<file path="src/rtl/scso_pkg.sv">
package scso_pkg;

  // glyph geometry, in glyph units
  localparam int unsigned GLYPH_UNITS_W = 4;
  localparam int unsigned GLYPH_UNITS_H = 7;
  localparam int unsigned SLOT_UNITS    = 5;
  localparam int unsigned SLOT_COUNT    = 8;
  localparam int unsigned DIGIT_BASE    = 10;
  localparam int unsigned SEG_COUNT     = 10;
  localparam int unsigned TENS_MAX      = 127 / DIGIT_BASE;

  // corner arithmetic: unwrapped corners stay below 2**CORNER_W
  localparam int unsigned CORNER_W    = 12;
  localparam int unsigned GEOM_W      = CORNER_W + 2;
  localparam int unsigned DIV_W       = 13;
  localparam int unsigned RECIP_SHIFT = 12;
  localparam int unsigned RECIP_W     = 8;

  // column span kinds: offset and width in units of the scale
  localparam int unsigned XK_WIDE  = 0;
  localparam int unsigned XK_LEFT  = 1;
  localparam int unsigned XK_RIGHT = 2;
  localparam int unsigned XK_HALF  = 3;
  localparam int unsigned XK_COLON = 4;
  localparam int unsigned X_KINDS  = 5;

  localparam int unsigned XK_OFF [X_KINDS] =
    '{0, 0, GLYPH_UNITS_W - 1, GLYPH_UNITS_W / 2, GLYPH_UNITS_W / 2};
  localparam int unsigned XK_SIZE [X_KINDS] =
    '{GLYPH_UNITS_W, 1, 1, GLYPH_UNITS_W / 2, 1};

  // row span kinds
  localparam int unsigned YK_BASE = 0;
  localparam int unsigned YK_FULL = 1;
  localparam int unsigned YK_LOW  = 2;
  localparam int unsigned YK_TOP  = 3;
  localparam int unsigned YK_MID  = 4;
  localparam int unsigned YK_UP   = 5;
  localparam int unsigned Y_KINDS = 6;

  // span kinds for each segment bit
  localparam int unsigned SEG_XK [SEG_COUNT] = '{
    XK_WIDE, XK_LEFT, XK_LEFT, XK_WIDE, XK_RIGHT,
    XK_RIGHT, XK_WIDE, XK_RIGHT, XK_LEFT, XK_HALF
  };
  localparam int unsigned SEG_YK [SEG_COUNT] = '{
    YK_BASE, YK_FULL, YK_LOW, YK_TOP, YK_FULL,
    YK_LOW, YK_MID, YK_UP, YK_UP, YK_TOP
  };

  localparam int unsigned CFG_ADDR_W = 2;

  typedef enum logic [CFG_ADDR_W-1:0] {
    REG_ORIGIN_X,
    REG_ORIGIN_Y,
    REG_GLYPH_SCALE,
    REG_INK_COLOR
  } cfg_reg_e;

  localparam logic [3:0]  SCALE_RESET = 4'd2;
  localparam logic [31:0] INK_RESET   = 32'hFFFF_FFFF;

  typedef struct packed {
    logic [9:0]  pixel_x;
    logic [8:0]  pixel_y;
    logic [31:0] background_color;
    logic [6:0]  hours_value;
    logic [6:0]  minutes_value;
    logic [6:0]  seconds_value;
  } in_item_t;

  typedef struct packed {
    logic [31:0] pixel_color;
    logic        covered;
  } out_item_t;

  function automatic logic [SEG_COUNT-1:0] seg_mask(input logic [3:0] digit);
    logic [SEG_COUNT-1:0] m;
    case (digit)
      4'd0:    m = 10'h01B;
      4'd1:    m = 10'h210;
      4'd2:    m = 10'h0CD;
      4'd3:    m = 10'h0E9;
      4'd4:    m = 10'h150;
      4'd5:    m = 10'h169;
      4'd6:    m = 10'h06B;
      4'd7:    m = 10'h018;
      4'd8:    m = 10'h05B;
      4'd9:    m = 10'h158;
      default: m = '0;
    endcase
    return m;
  endfunction

  // {tens mod 10, units} of a 7-bit value
  function automatic logic [7:0] digit_split(input logic [6:0] v);
    logic [3:0] tens;
    logic [6:0] units;
    tens = '0;
    for (int t = 1; t <= TENS_MAX; t++) begin
      if (v >= 7'(t * DIGIT_BASE)) tens = 4'(t);
    end
    units = v - 7'(tens) * 7'(DIGIT_BASE);
    if (tens >= 4'(DIGIT_BASE)) tens = tens - 4'(DIGIT_BASE);
    return {tens, units[3:0]};
  endfunction

endpackage

</file>
<file path="src/rtl/segment_clock_overlay.sv">
// Channel | Direction | Handshake                 | Payload
// in      | input     | in_valid_i / in_stall_o   | in_data_i  (in_item_t)
// out     | output    | out_valid_o / out_stall_i | out_data_o (out_item_t)
// cfg     | input     | cfg_we_i, cfg_addr_i      | cfg_wdata_i
//
// One item per cycle sustained unless out_stall_i holds the output; an accepted item waits
// in the input register, and its result is registered in the result register behind it.
// The cycle is set by the pixel test against the registered glyph bounds.
// A config write lands in the config registers; glyph bounds rebuilt from them are registered.
// rst_ni (async, active low) empties both registers and restores the config defaults.
// out_stall_i holds the result register; in_stall_o rises only when both registers are full.
module segment_clock_overlay import scso_pkg::*; #(
  parameter int unsigned SCREEN_WIDTH  = 640,
  parameter int unsigned SCREEN_HEIGHT = 480
) (
  input  logic                  clk_i,
  input  logic                  rst_ni,
  input  logic                  in_valid_i,
  output logic                  in_stall_o,
  input  in_item_t              in_data_i,
  output logic                  out_valid_o,
  input  logic                  out_stall_i,
  output out_item_t             out_data_o,
  input  logic                  cfg_we_i,
  input  logic [CFG_ADDR_W-1:0] cfg_addr_i,
  input  logic [31:0]           cfg_wdata_i
);

  localparam int unsigned XW = $clog2(SCREEN_WIDTH);
  localparam int unsigned YW = $clog2(SCREEN_HEIGHT + 1);

  logic [9:0]  origin_x_q;
  logic [8:0]  origin_y_q;
  logic [3:0]  scale_q;
  logic [31:0] ink_q;

  logic      s1_valid_q, s1_valid_d;
  in_item_t  s1_q;
  logic      out_valid_q, out_valid_d;
  out_item_t out_q;
  out_item_t result;
  logic      s2_ready, in_ready, s1_fire, in_fire;

  logic [XW-1:0] xlo [SLOT_COUNT][X_KINDS];
  logic [XW-1:0] xhi [SLOT_COUNT][X_KINDS];
  logic [YW-1:0] ylo [Y_KINDS];
  logic [YW-1:0] yhi [Y_KINDS];

  always_ff @(posedge clk_i or negedge rst_ni) begin
    if (!rst_ni) begin
      origin_x_q <= '0;
      origin_y_q <= '0;
      scale_q    <= SCALE_RESET;
      ink_q      <= INK_RESET;
    end else if (cfg_we_i) begin
      case (cfg_reg_e'(cfg_addr_i))
        REG_ORIGIN_X:    origin_x_q <= cfg_wdata_i[9:0];
        REG_ORIGIN_Y:    origin_y_q <= cfg_wdata_i[8:0];
        REG_GLYPH_SCALE: scale_q    <= cfg_wdata_i[3:0];
        REG_INK_COLOR:   ink_q      <= cfg_wdata_i;
        default: ;
      endcase
    end
  end

  scso_geom #(
    .SCREEN_WIDTH  (SCREEN_WIDTH),
    .SCREEN_HEIGHT (SCREEN_HEIGHT)
  ) u_geom (
    .clk_i         (clk_i),
    .origin_x_i    (origin_x_q),
    .origin_y_i    (origin_y_q),
    .glyph_scale_i (scale_q),
    .xlo_o         (xlo),
    .xhi_o         (xhi),
    .ylo_o         (ylo),
    .yhi_o         (yhi)
  );

  scso_cover #(
    .SCREEN_WIDTH  (SCREEN_WIDTH),
    .SCREEN_HEIGHT (SCREEN_HEIGHT)
  ) u_cover (
    .item_i      (s1_q),
    .ink_color_i (ink_q),
    .xlo_i       (xlo),
    .xhi_i       (xhi),
    .ylo_i       (ylo),
    .yhi_i       (yhi),
    .result_o    (result)
  );

  assign s2_ready = !out_valid_q || !out_stall_i;
  assign s1_fire  = s1_valid_q && s2_ready;
  assign in_ready = !s1_valid_q || s2_ready;
  assign in_fire  = in_valid_i && in_ready;

  assign s1_valid_d  = in_ready ? in_valid_i : s1_valid_q;
  assign out_valid_d = s2_ready ? s1_valid_q : out_valid_q;

  always_ff @(posedge clk_i or negedge rst_ni) begin
    if (!rst_ni) begin
      s1_valid_q  <= 1'b0;
      out_valid_q <= 1'b0;
    end else begin
      s1_valid_q  <= s1_valid_d;
      out_valid_q <= out_valid_d;
    end
  end

  always_ff @(posedge clk_i) begin
    if (in_fire) s1_q <= in_data_i;
    if (s1_fire) out_q <= result;
  end

  assign in_stall_o  = !in_ready;
  assign out_valid_o = out_valid_q;
  assign out_data_o  = out_q;

  a_fire_lands: assert property (@(posedge clk_i) disable iff (!rst_ni)
    s1_fire |=> out_valid_o)
    else $error("item leaving the input register did not reach the output");

  a_s1_holds: assert property (@(posedge clk_i) disable iff (!rst_ni)
    s1_valid_q && !s2_ready |=> s1_valid_q && $stable(s1_q))
    else $error("blocked item in the input register was lost or changed");

  a_out_source: assert property (@(posedge clk_i) disable iff (!rst_ni)
    $rose(out_valid_o) |-> $past(s1_valid_q))
    else $error("result appeared without an item in the input register");

  a_out_drains: assert property (@(posedge clk_i) disable iff (!rst_ni)
    out_valid_o && !out_stall_i && !s1_valid_q |=> !out_valid_o)
    else $error("result repeated after it was taken");

endmodule

</file>
<file path="src/rtl/scso_geom.sv">
module scso_geom import scso_pkg::*; #(
  parameter int unsigned SCREEN_WIDTH  = 640,
  parameter int unsigned SCREEN_HEIGHT = 480,
  localparam int unsigned XW = $clog2(SCREEN_WIDTH),
  localparam int unsigned YW = $clog2(SCREEN_HEIGHT + 1)
) (
  input  logic          clk_i,
  input  logic [9:0]    origin_x_i,
  input  logic [8:0]    origin_y_i,
  input  logic [3:0]    glyph_scale_i,
  output logic [XW-1:0] xlo_o [SLOT_COUNT][X_KINDS],
  output logic [XW-1:0] xhi_o [SLOT_COUNT][X_KINDS],
  output logic [YW-1:0] ylo_o [Y_KINDS],
  output logic [YW-1:0] yhi_o [Y_KINDS]
);

  localparam logic [DIV_W-1:0]   W_DIV   = DIV_W'(SCREEN_WIDTH);
  localparam logic [DIV_W-1:0]   H_DIV   = DIV_W'(SCREEN_HEIGHT);
  localparam logic [RECIP_W-1:0] W_RECIP = RECIP_W'((1 << RECIP_SHIFT) / SCREEN_WIDTH);
  localparam logic [RECIP_W-1:0] H_RECIP = RECIP_W'((1 << RECIP_SHIFT) / SCREEN_HEIGHT);

  // v mod div by reciprocal multiply; the estimate is low by at most one
  function automatic logic [CORNER_W-1:0] wrap(input logic [CORNER_W-1:0] v,
                                               input logic [DIV_W-1:0] div,
                                               input logic [RECIP_W-1:0] recip);
    logic [CORNER_W+RECIP_W-1:0] prod;
    logic [RECIP_W-1:0]          q;
    logic [DIV_W+RECIP_W-1:0]    qd;
    logic [CORNER_W:0]           r;
    prod = (CORNER_W+RECIP_W)'(v) * (CORNER_W+RECIP_W)'(recip);
    q    = prod[RECIP_SHIFT +: RECIP_W];
    qd   = (DIV_W+RECIP_W)'(q) * (DIV_W+RECIP_W)'(div);
    r    = (CORNER_W+1)'(v) - qd[CORNER_W:0];
    if (r >= div) r = r - div;
    return r[CORNER_W-1:0];
  endfunction

  logic [CORNER_W-1:0] s_c, h_c, h2_c, hms_c;
  logic [CORNER_W-1:0] y_off  [Y_KINDS];
  logic [CORNER_W-1:0] y_size [Y_KINDS];

  logic [XW-1:0] xlo_d [SLOT_COUNT][X_KINDS];
  logic [XW-1:0] xhi_d [SLOT_COUNT][X_KINDS];
  logic [YW-1:0] ylo_d [Y_KINDS];
  logic [YW-1:0] yhi_d [Y_KINDS];
  logic [XW-1:0] xlo_q [SLOT_COUNT][X_KINDS];
  logic [XW-1:0] xhi_q [SLOT_COUNT][X_KINDS];
  logic [YW-1:0] ylo_q [Y_KINDS];
  logic [YW-1:0] yhi_q [Y_KINDS];

  assign s_c   = CORNER_W'(glyph_scale_i);
  assign h_c   = CORNER_W'(GLYPH_UNITS_H) * s_c;
  assign h2_c  = h_c >> 1;
  assign hms_c = CORNER_W'(GLYPH_UNITS_H - 1) * s_c;

  assign y_off[YK_BASE]  = '0;
  assign y_off[YK_FULL]  = '0;
  assign y_off[YK_LOW]   = '0;
  assign y_off[YK_TOP]   = hms_c;
  assign y_off[YK_MID]   = h2_c;
  assign y_off[YK_UP]    = h2_c;
  assign y_size[YK_BASE] = s_c;
  assign y_size[YK_FULL] = h_c;
  assign y_size[YK_LOW]  = h2_c;
  assign y_size[YK_TOP]  = s_c;
  assign y_size[YK_MID]  = s_c;
  assign y_size[YK_UP]   = h2_c;

  for (genvar i = 0; i < SLOT_COUNT; i++) begin : g_slot
    for (genvar j = 0; j < X_KINDS; j++) begin : g_xk
      localparam int unsigned OFF = SLOT_UNITS * i + XK_OFF[j];
      logic [CORNER_W-1:0]      corner, size, wrapped;
      logic signed [GEOM_W-1:0] lim, pos;

      assign corner  = CORNER_W'(origin_x_i) + CORNER_W'(OFF) * s_c;
      assign size    = CORNER_W'(XK_SIZE[j]) * s_c;
      assign wrapped = wrap(corner, W_DIV, W_RECIP);
      assign lim     = GEOM_W'(SCREEN_WIDTH) - GEOM_W'(size) - GEOM_W'(1);
      assign pos     = (lim < 0) ? '0 :
                       ($signed({2'b00, wrapped}) > lim) ? lim : $signed({2'b00, wrapped});
      assign xlo_d[i][j] = XW'(pos);
      // glyph spans are narrower than the screen, so the end never needs a cut
      assign xhi_d[i][j] = XW'(pos + $signed(GEOM_W'(size)));
    end
  end

  for (genvar j = 0; j < Y_KINDS; j++) begin : g_yk
    logic [CORNER_W-1:0]      corner, wrapped;
    logic signed [GEOM_W-1:0] lim, pos, fin;

    assign corner  = CORNER_W'(origin_y_i) + y_off[j];
    assign wrapped = wrap(corner, H_DIV, H_RECIP);
    assign lim     = GEOM_W'(SCREEN_HEIGHT) - GEOM_W'(y_size[j]) - GEOM_W'(1);
    assign pos     = (lim < 0) ? '0 :
                     ($signed({2'b00, wrapped}) > lim) ? lim : $signed({2'b00, wrapped});
    assign fin     = pos + $signed(GEOM_W'(y_size[j]));
    assign ylo_d[j] = YW'(pos);
    assign yhi_d[j] = (fin > $signed(GEOM_W'(SCREEN_HEIGHT))) ? YW'(SCREEN_HEIGHT) : YW'(fin);
  end

  // bounds are registered and follow the config registers in the next cycle
  always_ff @(posedge clk_i) begin
    xlo_q <= xlo_d;
    xhi_q <= xhi_d;
    ylo_q <= ylo_d;
    yhi_q <= yhi_d;
  end

  assign xlo_o = xlo_q;
  assign xhi_o = xhi_q;
  assign ylo_o = ylo_q;
  assign yhi_o = yhi_q;

endmodule

</file>
<file path="src/rtl/scso_cover.sv">
module scso_cover import scso_pkg::*; #(
  parameter int unsigned SCREEN_WIDTH  = 640,
  parameter int unsigned SCREEN_HEIGHT = 480,
  localparam int unsigned XW = $clog2(SCREEN_WIDTH),
  localparam int unsigned YW = $clog2(SCREEN_HEIGHT + 1)
) (
  input  in_item_t      item_i,
  input  logic [31:0]   ink_color_i,
  input  logic [XW-1:0] xlo_i [SLOT_COUNT][X_KINDS],
  input  logic [XW-1:0] xhi_i [SLOT_COUNT][X_KINDS],
  input  logic [YW-1:0] ylo_i [Y_KINDS],
  input  logic [YW-1:0] yhi_i [Y_KINDS],
  output out_item_t     result_o
);

  localparam int unsigned PXW = (XW > 10) ? XW : 10;
  localparam int unsigned PYW = (YW > 9) ? YW : 9;

  logic [PXW-1:0]        px;
  logic [PYW-1:0]        py;
  logic [X_KINDS-1:0]    in_x [SLOT_COUNT];
  logic [Y_KINDS-1:0]    in_y;
  logic [7:0]            pair [3];
  logic [SLOT_COUNT-1:0] slot_hit;
  logic                  hit;

  assign px = PXW'(item_i.pixel_x);
  assign py = PYW'(item_i.pixel_y);

  assign pair[0] = digit_split(item_i.hours_value);
  assign pair[1] = digit_split(item_i.minutes_value);
  assign pair[2] = digit_split(item_i.seconds_value);

  for (genvar j = 0; j < Y_KINDS; j++) begin : g_y
    assign in_y[j] = (py >= PYW'(ylo_i[j])) && (py < PYW'(yhi_i[j]));
  end

  for (genvar i = 0; i < SLOT_COUNT; i++) begin : g_slot
    for (genvar j = 0; j < X_KINDS; j++) begin : g_x
      assign in_x[i][j] = (px >= PXW'(xlo_i[i][j])) && (px < PXW'(xhi_i[i][j]));
    end

    if (i % 3 == 2) begin : g_colon
      assign slot_hit[i] = in_x[i][XK_COLON] & (in_y[YK_BASE] | in_y[YK_TOP]);
    end else begin : g_digit
      logic [3:0]           dig;
      logic [SEG_COUNT-1:0] cov;
      if (i % 3 == 0) begin : g_tens
        assign dig = pair[i / 3][7:4];
      end else begin : g_units
        assign dig = pair[i / 3][3:0];
      end
      for (genvar k = 0; k < SEG_COUNT; k++) begin : g_seg
        assign cov[k] = in_x[i][SEG_XK[k]] & in_y[SEG_YK[k]];
      end
      assign slot_hit[i] = |(cov & seg_mask(dig));
    end
  end

  assign hit                  = |slot_hit;
  assign result_o.covered     = hit;
  assign result_o.pixel_color = hit ? ink_color_i : item_i.background_color;

endmodule
</file>
<file path="config.mk">
export PLATFORM = sky130hd
export DESIGN_NAME = segment_clock_overlay
export DESIGN_NICKNAME = d
export VERILOG_FILES = /design/src/rtl/scso_pkg.sv /design/src/rtl/segment_clock_overlay.sv /design/src/rtl/scso_geom.sv /design/src/rtl/scso_cover.sv
export SDC_FILE = /design/constraint.sdc
export NUM_CORES = 2
export LEC_CHECK = 0
export ABC_AREA = 1
export ABC_CLOCK_PERIOD_IN_PS = 13600
export BUFFER_PORTS_ARGS = -buffer_cell sky130_fd_sc_hd__buf_4
export CAP_MARGIN = 20
export CORE_UTILIZATION = 50
export CTS_CLUSTER_DIAMETER = 120
export DETAILED_ROUTE_END_ITERATION = 10
export GPL_ROUTABILITY_DRIVEN = 0
export PLACE_DENSITY = 0.66
export SYNTH_ARGS = -nofsm -noshare
export SYNTH_HDL_FRONTEND = slang
export SYNTH_SLANG_ARGS = --single-unit
</file>
<file path="constraint.sdc">
create_clock -name clk_i -period 13.6 [get_ports clk_i]
set_input_delay 2.72 -clock clk_i [delete_from_list [all_inputs] [get_ports clk_i]]
set_output_delay 2.72 -clock clk_i [all_outputs]
set_load 0.01 [all_outputs]
</file>
# Word-level counts from Yosys, hierarchy flattened
# Memory sizes are Yosys's and may differ from the RTL's.
# Cells that the tools add are included.
[word_totals]
mem_count = 6
ff_bits = 790
latchBits = 0
ram_bits = 0
rom_bits = 960
elab_cells = 677
[mem_list]
columns = ["memory", "words", "word_bits", "read_ports", "rd_ports_with_merged_regs", "write_ports", "line_no", "rtl"]
rows = [
  ["(no name shown)", 16, 10, 1, 0, 0, "scso_pkg.sv:79", "case (digit)"],
  ["(no name shown)", 16, 10, 1, 0, 0, "scso_pkg.sv:79", ""],
  ["(no name shown)", 16, 10, 1, 0, 0, "scso_pkg.sv:79", ""],
  ["(no name shown)", 16, 10, 1, 0, 0, "scso_pkg.sv:79", ""],
  ["(no name shown)", 16, 10, 1, 0, 0, "scso_pkg.sv:79", ""],
  ["(no name shown)", 16, 10, 1, 0, 0, "scso_pkg.sv:79", ""],
]
[classes]
n_eq_ne = 3
n_mul = 62
shifts = 0
reduce_logical = 46
n_bitwise = 69
n_div = 0
addsub = 116
magnitude_cmp = 170
n_mux = 127
[op_table]
columns = ["op", "n"]
rows = [
  ["$mux W10", 52],
  ["$gt A13 B14 Y1", 32],
  ["$mux W12", 23],
  ["$mul A12 B2 Y14 const B", 19],
  ["$ge A10 B10 Y1", 26],
  ["$ge A13 B10 Y1 const B", 20],
  ["$lt A10 B10 Y1", 26],
  ["$sub A12 B10 Y12 const B", 20],
  ["$sub A12 B13 Y13", 16],
  ["$add A10 B12 Y12", 16],
  ["$mux W14", 12],
  ["$add A10 B5 Y10", 14],
  ["$ge A7 B7 Y1 const B", 18],
  ["$mul A3 B3 Y6 const B", 20],
  ["$gt A14 B10 Y1 const B", 6],
  ["$lt A14 B1 Y1 const B", 6],
  ["$sub A14 B1 Y14 const B", 6],
  ["$mux W4", 18],
  ["$ge A7 B6 Y1 const B", 9],
  ["$and A1 B1 Y1", 62],
  ["$reduce_or A62 Y1", 1],
  ["$add A10 B6 Y10", 6],
  ["$add A10 B7 Y10", 6],
  ["$and A10 B10 Y10", 6],
  ["48 further kinds", 153],
]

# Longest topological paths before layout
# An unclocked memory read counts as a cell.
[depth]
depth_word = 19
ltp_mapped = 60

# By module
# A second synthesis with hierarchy kept.
[unflattened]
cells_unflattened = 10823
hier_area_um2 = 86025.0
[by_module_without_submodules]
columns = ["mod", "cells_per_inst", "area_each_um2", "seq_area_each_um2", "instances"]
rows = [
  ["scso_geom", 7471, 61838.1, 17697.0, 1],
  ["scso_cover", 2987, 18624.1, 0.0, 1],
  ["segment_clock_overlay", 365, 5562.8, 4620.7, 1],
]

# Least setup slack after synthesis
# No wires, ideal clock.
[synth_timing]
path_kind = "register to register"
startpoint = "reg scale_q[1]"
endpoint = "reg u_geom.xhi_q, in the netlist u_geom.xhi_o[239]"
setup_ps = 125
stages_incl_launch_ff = 49
arrival_time_ps = 10768
path_buffers = 2
slack_ps = 2708
cell_sequence = "dfstp_2 inv_1 fa_1 fa_1 fa_1 inv_1 ha_1 inv_1 o21ai_0 a21oi_1 o21ai_0 xor2_1 inv_1 ha_1 nand2_1 nor2_1 a2111o_1 nor3_1 [... 13 more ...] ha_1 nand2_1 nor2_1 nand2_1 o211ai_1 o41ai_1 nand2_1 clkbuf_1 clkbuf_1 o21ai_0 ha_1 a21oi_1 inv_1 a31oi_1 o21bai_1 nand4_1 nand3b_1 xnor2_1"
[synth_lines]
columns = ["element", "line_no", "rtl"]
rows = [
  ["start, declared", "segment_clock_overlay.sv:34", "logic [3:0] scale_q;"],
  ["start signal, assigned", "segment_clock_overlay.sv:59", "REG_GLYPH_SCALE: scale_q <= cfg_wdata_i[3:0];"],
  ["end signal, assigned", "scso_geom.sv:104", "xhi_q <= xhi_d;"],
  ["end, declared", "scso_geom.sv:47", "logic [XW-1:0] xhi_q [SLOT_COUNT][X_KINDS];"],
]

==> flow_summary.html <==
<table>
<tr><th>Metric</th><th>Value</th></tr>
<tr><th colspan="2">Route</th></tr>
<tr><td>DRC violations left</td><td>0</td></tr>
<tr><td>Total via count after detailed routing</td><td>59.2k</td></tr>
<tr><td>Antenna viol nets, final</td><td>0</td></tr>
<tr><td>Detailed Route WL</td><td>215 mm</td></tr>
<tr><td>Average routed wire per standard cell</td><td>20.0 µm</td></tr>
<tr><td>First DRT Iteration DRCs</td><td>4877</td></tr>
<tr><td>Iteration count of the initial detailed-routing pass</td><td>6</td></tr>
<tr><td>Avg Vias per Cell</td><td>5.49</td></tr>
<tr><th colspan="2">Finish</th></tr>
<tr><td>Multi-input gate area in the final layout</td><td>45600 µm²</td></tr>
<tr><td>Final layout net count</td><td>10.6k</td></tr>
<tr><td>Share of layout cells above drive strength 1</td><td>6.52%</td></tr>
<tr><td>Final std cells w/o fill</td><td>10.8k</td></tr>
<tr><td>Number of inserted filler cells in the final layout</td><td>12.5k</td></tr>
<tr><td>Signed area change from the synthesized netlist to the final layout</td><td>10.2%</td></tr>
<tr><td>Number of inserted diodes</td><td>0</td></tr>
<tr><td>Register cell area after layout</td><td>16800 µm²</td></tr>
<tr><th colspan="2">Global routing</th></tr>
<tr><td>Global route total overflow</td><td>0</td></tr>
<tr><td>Total routing resource utilization after global routing</td><td>30.2%</td></tr>
<tr><td>Wire length of the first global-routing pass</td><td>326 mm</td></tr>
<tr><td>Maximum number of pins on one net before global-route repair</td><td>58</td></tr>
<tr><td>Number of global-route vias before repair</td><td>56.1k</td></tr>
<tr><td>Initial antenna violation count</td><td>2</td></tr>
<tr><th colspan="2">Outcome</th></tr>
<tr><td>Outcome</td><td>finished, final reports clean</td></tr>
<tr><th colspan="2">Setup path</th></tr>
<tr><td>Crit. End Element</td><td>flip-flop</td></tr>
<tr><td>WS Path Type</td><td>reg2reg</td></tr>
<tr><td>Crit path max fanout</td><td>40</td></tr>
<tr><td>Required time of the worst setup path</td><td>14.17 ns</td></tr>
<tr><td>Slowest cell on the critical path</td><td>sky130_fd_sc_hd__dfstp_4</td></tr>
<tr><td>Kind of start point of the critical path</td><td>flip-flop</td></tr>
<tr><td>Endpoint arrival time on the critical path</td><td>11.95 ns</td></tr>
<tr><td>Maximum cell stage delay along the critical path</td><td>1.15 ns</td></tr>
<tr><th colspan="2">Yosys</th></tr>
<tr><td>Post-synth top cells</td><td>sky130_fd_sc_hd__inv_1 (1623), sky130_fd_sc_hd__ha_1 (1526), sky130_fd_sc_hd__nand2_1 (1236), sky130_fd_sc_hd__dfxtp_1 (610), sky130_fd_sc_hd__a21oi_1 (606)</td></tr>
<tr><td>Most used DFF post-synth</td><td>sky130_fd_sc_hd__dfxtp_1</td></tr>
<tr><td>Netlist cell types</td><td>79</td></tr>
<tr><td>Share of synthesized flip-flops with an asynchronous set or reset</td><td>7.38%</td></tr>
<tr><td>Number of register bits inferred by synthesis</td><td>772</td></tr>
<tr><td>Number of enable-type register cells in the synthesized netlist</td><td>105</td></tr>
<tr><td>Sequential fraction of the synthesis area</td><td>24.4%</td></tr>
<tr><td>Synthesized netlist cell count</td><td>8662</td></tr>
<tr><td>Ranking of synthesized cells by area</td><td>sky130_fd_sc_hd__ha_1 (28%), sky130_fd_sc_hd__dfxtp_1 (18%), sky130_fd_sc_hd__inv_1 (8.8%)</td></tr>
<tr><td>Cell type with the largest total area after synthesis</td><td>sky130_fd_sc_hd__ha_1</td></tr>
<tr><td>Mean Syn Cell Area</td><td>7.96 µm²</td></tr>
<tr><td>Synthesis warning total</td><td>0</td></tr>
<tr><td>Netlist area before placement</td><td>68900 µm²</td></tr>
<tr><td>Portion of synthesized cell area occupied by the leading cell type</td><td>27.7%</td></tr>
<tr><td>Most instantiated library cell after synthesis</td><td>sky130_fd_sc_hd__inv_1</td></tr>
<tr><th colspan="2">Clock tree</th></tr>
<tr><td>Buffers inserted by post-CTS timing repair</td><td>0</td></tr>
<tr><td>Clock Latency Late Sink</td><td>0.73 ns</td></tr>
<tr><td>CTS Hold Bufs</td><td>0</td></tr>
<tr><td>H-tree level count</td><td>3</td></tr>
<tr><td>Number of buffers added by the clock tree synthesis step</td><td>90</td></tr>
<tr><td>Worst-case clock buffer depth</td><td>3</td></tr>
<tr><td>TritonCTS clock tree</td><td>done</td></tr>
<tr><td>Clock-pin slew reported for the worst setup and hold paths after clock tree synthesis</td><td>0.06 ns</td></tr>
<tr><td>Post-CTS sizing</td><td>0</td></tr>
<tr><td># clock sinks</td><td>772</td></tr>
<tr><td>Clock Root Buffer</td><td>sky130_fd_sc_hd__clkbuf_16</td></tr>
<tr><th colspan="2">Floorplanning</th></tr>
<tr><td>Placement row count</td><td>135</td></tr>
<tr><td>Number of primary I/O pins</td><td>146</td></tr>
<tr><td>Core Footprint</td><td>136000 µm²</td></tr>
<tr><td>Area of the die</td><td>139000 µm²</td></tr>
<tr><td>Initial Util</td><td>50.6%</td></tr>
<tr><td>Horizontal die dimension</td><td>373 µm</td></tr>
<tr><td>Die span in y</td><td>373 µm</td></tr>
<tr><th colspan="2">STA</th></tr>
<tr><td>Timing-limited maximum frequency</td><td>0.0879 GHz</td></tr>
<tr><td>Worst max-slew margin expressed relative to the limit</td><td>14.4%</td></tr>
<tr><td>Worst setup margin</td><td>2.22 ns</td></tr>
<tr><td>Layout Skew</td><td>0.0581 ns</td></tr>
<tr><td>TNS Setup</td><td>0 ns</td></tr>
<tr><td>Number of failing hold endpoints at the final stage</td><td>0</td></tr>
<tr><td>Slew Limit Fails</td><td>0</td></tr>
<tr><td>RSZ-0062 raised after global routing</td><td>false</td></tr>
<tr><td>Fraction of the cycle the final worst path needs</td><td>83.7%</td></tr>
<tr><td>Total of endpoints with negative setup slack in the final report</td><td>0</td></tr>
<tr><td>Final critical path time including I/O delays and setup</td><td>11.38 ns</td></tr>
<tr><td>Worst slew pin tran</td><td>1.27 ns</td></tr>
<tr><th colspan="2">Flow run</th></tr>
<tr><td>Number of max-cap violations</td><td>0</td></tr>
<tr><th colspan="2">Placed design</th></tr>
<tr><td>I/O Buffers</td><td>145</td></tr>
<tr><td>Cell total after placement</td><td>10.6k</td></tr>
<tr><td>Half-perimeter wire length after placement</td><td>161 mm</td></tr>
<tr><td>Worst-case setup slack after placement</td><td>2.50 ns</td></tr>
<tr><th colspan="2">Hold path</th></tr>
<tr><td>Min-delay worst type</td><td>reg2reg</td></tr>
</table>
state kept, by name, summed over array words and instances (netlist names):
register and cells:
out_data_o 33, out_valid_o 1, u_geom.ylo_o 54, scale_q 4, u_geom.xhi_o 242, ink_q 32
origin_y_q 9, u_geom.xlo_o 260, s1_valid_q 1, s1_q 72, origin_x_q 10, u_geom.yhi_o 54
metal layers:
layer	up-vias	GRT usage, %	share of wire [%]
li1	29200	-	-
met1	27300	39.9	43
met2	2206	47.8	43
met3	464	5.89	9.1
met4	6	12.8	4.7
met5	-	0	0.019
through the flow:
step	util, %	hold slack (ns)	area, µm²
2_1_floorplan	-	0.433	69000
3_3_place_gp	53.4	0.478	72700
3_5_place_dp	53.4	0.488	72700
4_1_cts	55.8	0.495	75900
5_1_grt	55.8	0.502	75900
6_report	55.8	0.489	75900
logic make-up (layout without fill, tap and decap cells):
| logic type | Yosys count | count (layout) | share of synthesized area, % |
|---|---|---|---|
| AND/OR/NAND/NOR | 2196 | 2196 | 13.6 |
| multiplexers | 25 | 25 | 0.405 |
| buffers and inverters | 1741 | 2057 | 9.53 |
| AO/OA/AOI/OAI | 1809 | 1809 | 15.5 |
| adder cells (fa/ha/maj) | 1606 | 1606 | 30.0 |
| other | 2 | 15 | 0.0109 |
| flip-flops | 772 | 772 | 24.4 |
| XOR/XNOR | 511 | 511 | 6.53 |
worst paths after layout:
kind | cells past startpoint | startpoint | to | slack, ns
setup / recovery | 45 | scale_q[1]$_DFFE_PN1P_ | u_geom.xhi_o[249]$_DFF_P_ | 2.22
hold reg to reg | 2 | ink_q[5]$_DFFE_PN1P_ | ink_q[5]$_DFFE_PN1P_ | 0.49
setup reg to reg | 45 | scale_q[1]$_DFFE_PN1P_ | u_geom.xhi_o[249]$_DFF_P_ | 2.22
min in group asynchronous | 1 | rst_ni | out_valid_o$_DFFE_PN0P_ | 2.07
max in group asynchronous | 1 | rst_ni | scale_q[2]$_DFFE_PN0P_ | 10.88
hold / removal | 2 | ink_q[5]$_DFFE_PN1P_ | ink_q[5]$_DFFE_PN1P_ | 0.49
critical path: cells and delay by family, from the launching register on:
| family | cells | cell delay, ns |
|---|---|---|
| compound gates | 11 | 2.45 |
| xor+xnor | 3 | 0.78 |
| fa+ha+maj | 10 | 3.90 |
| buf+inv | 7 | 0.86 |
| flops | 1 | 1.15 |
| mux | 1 | 0.43 |
| simple gates | 13 | 1.63 |
layout by cell type (no fill, tap or decap), drive strengths merged, types with 10 or more instances in the layout:
cell type,synthesis,final
a211oi,34,34
a31oi,57,57
xor2,371,371
fa,80,80
nor3,60,60
dfrtp,24,24
xnor2,140,140
dfstp,33,33
nand3b,17,17
dfxtp,610,610
o21a,191,191
o221ai,12,12
o211ai,47,47
edfxtp,105,105
clkinv,9,37
nor2,431,431
a21oi,611,611
or2,29,29
inv,1641,1644
conb,2,15
clkbuf,73,127
a21boi,53,53
o31ai,14,14
mux2,23,23
nand2,1264,1264
a32o,10,10
buf,18,238
o21ai,577,577
o21bai,86,86
ha,1526,1526
and2,12,12
nand3,275,275
a21o,72,72
nand4,87,87
final cells by class:
| type | instances | area share [%] |
|---|---|---|
| Clock buffer | 127 | 3.47 |
| Timing Repair Buffer | 238 | 2.41 |
| Multi-Input combinational cell | 6162 | 60.1 |
| Clock inverter | 42 | 0.778 |
| Sequential cell | 772 | 22.2 |
| Inverter | 1650 | 8.16 |
| Tap cell | 1781 | 2.93 |
Power is left out: the tool's default activity adds up to more than one toggle a clock period on the data nets, which glitch-free logic cannot reach.
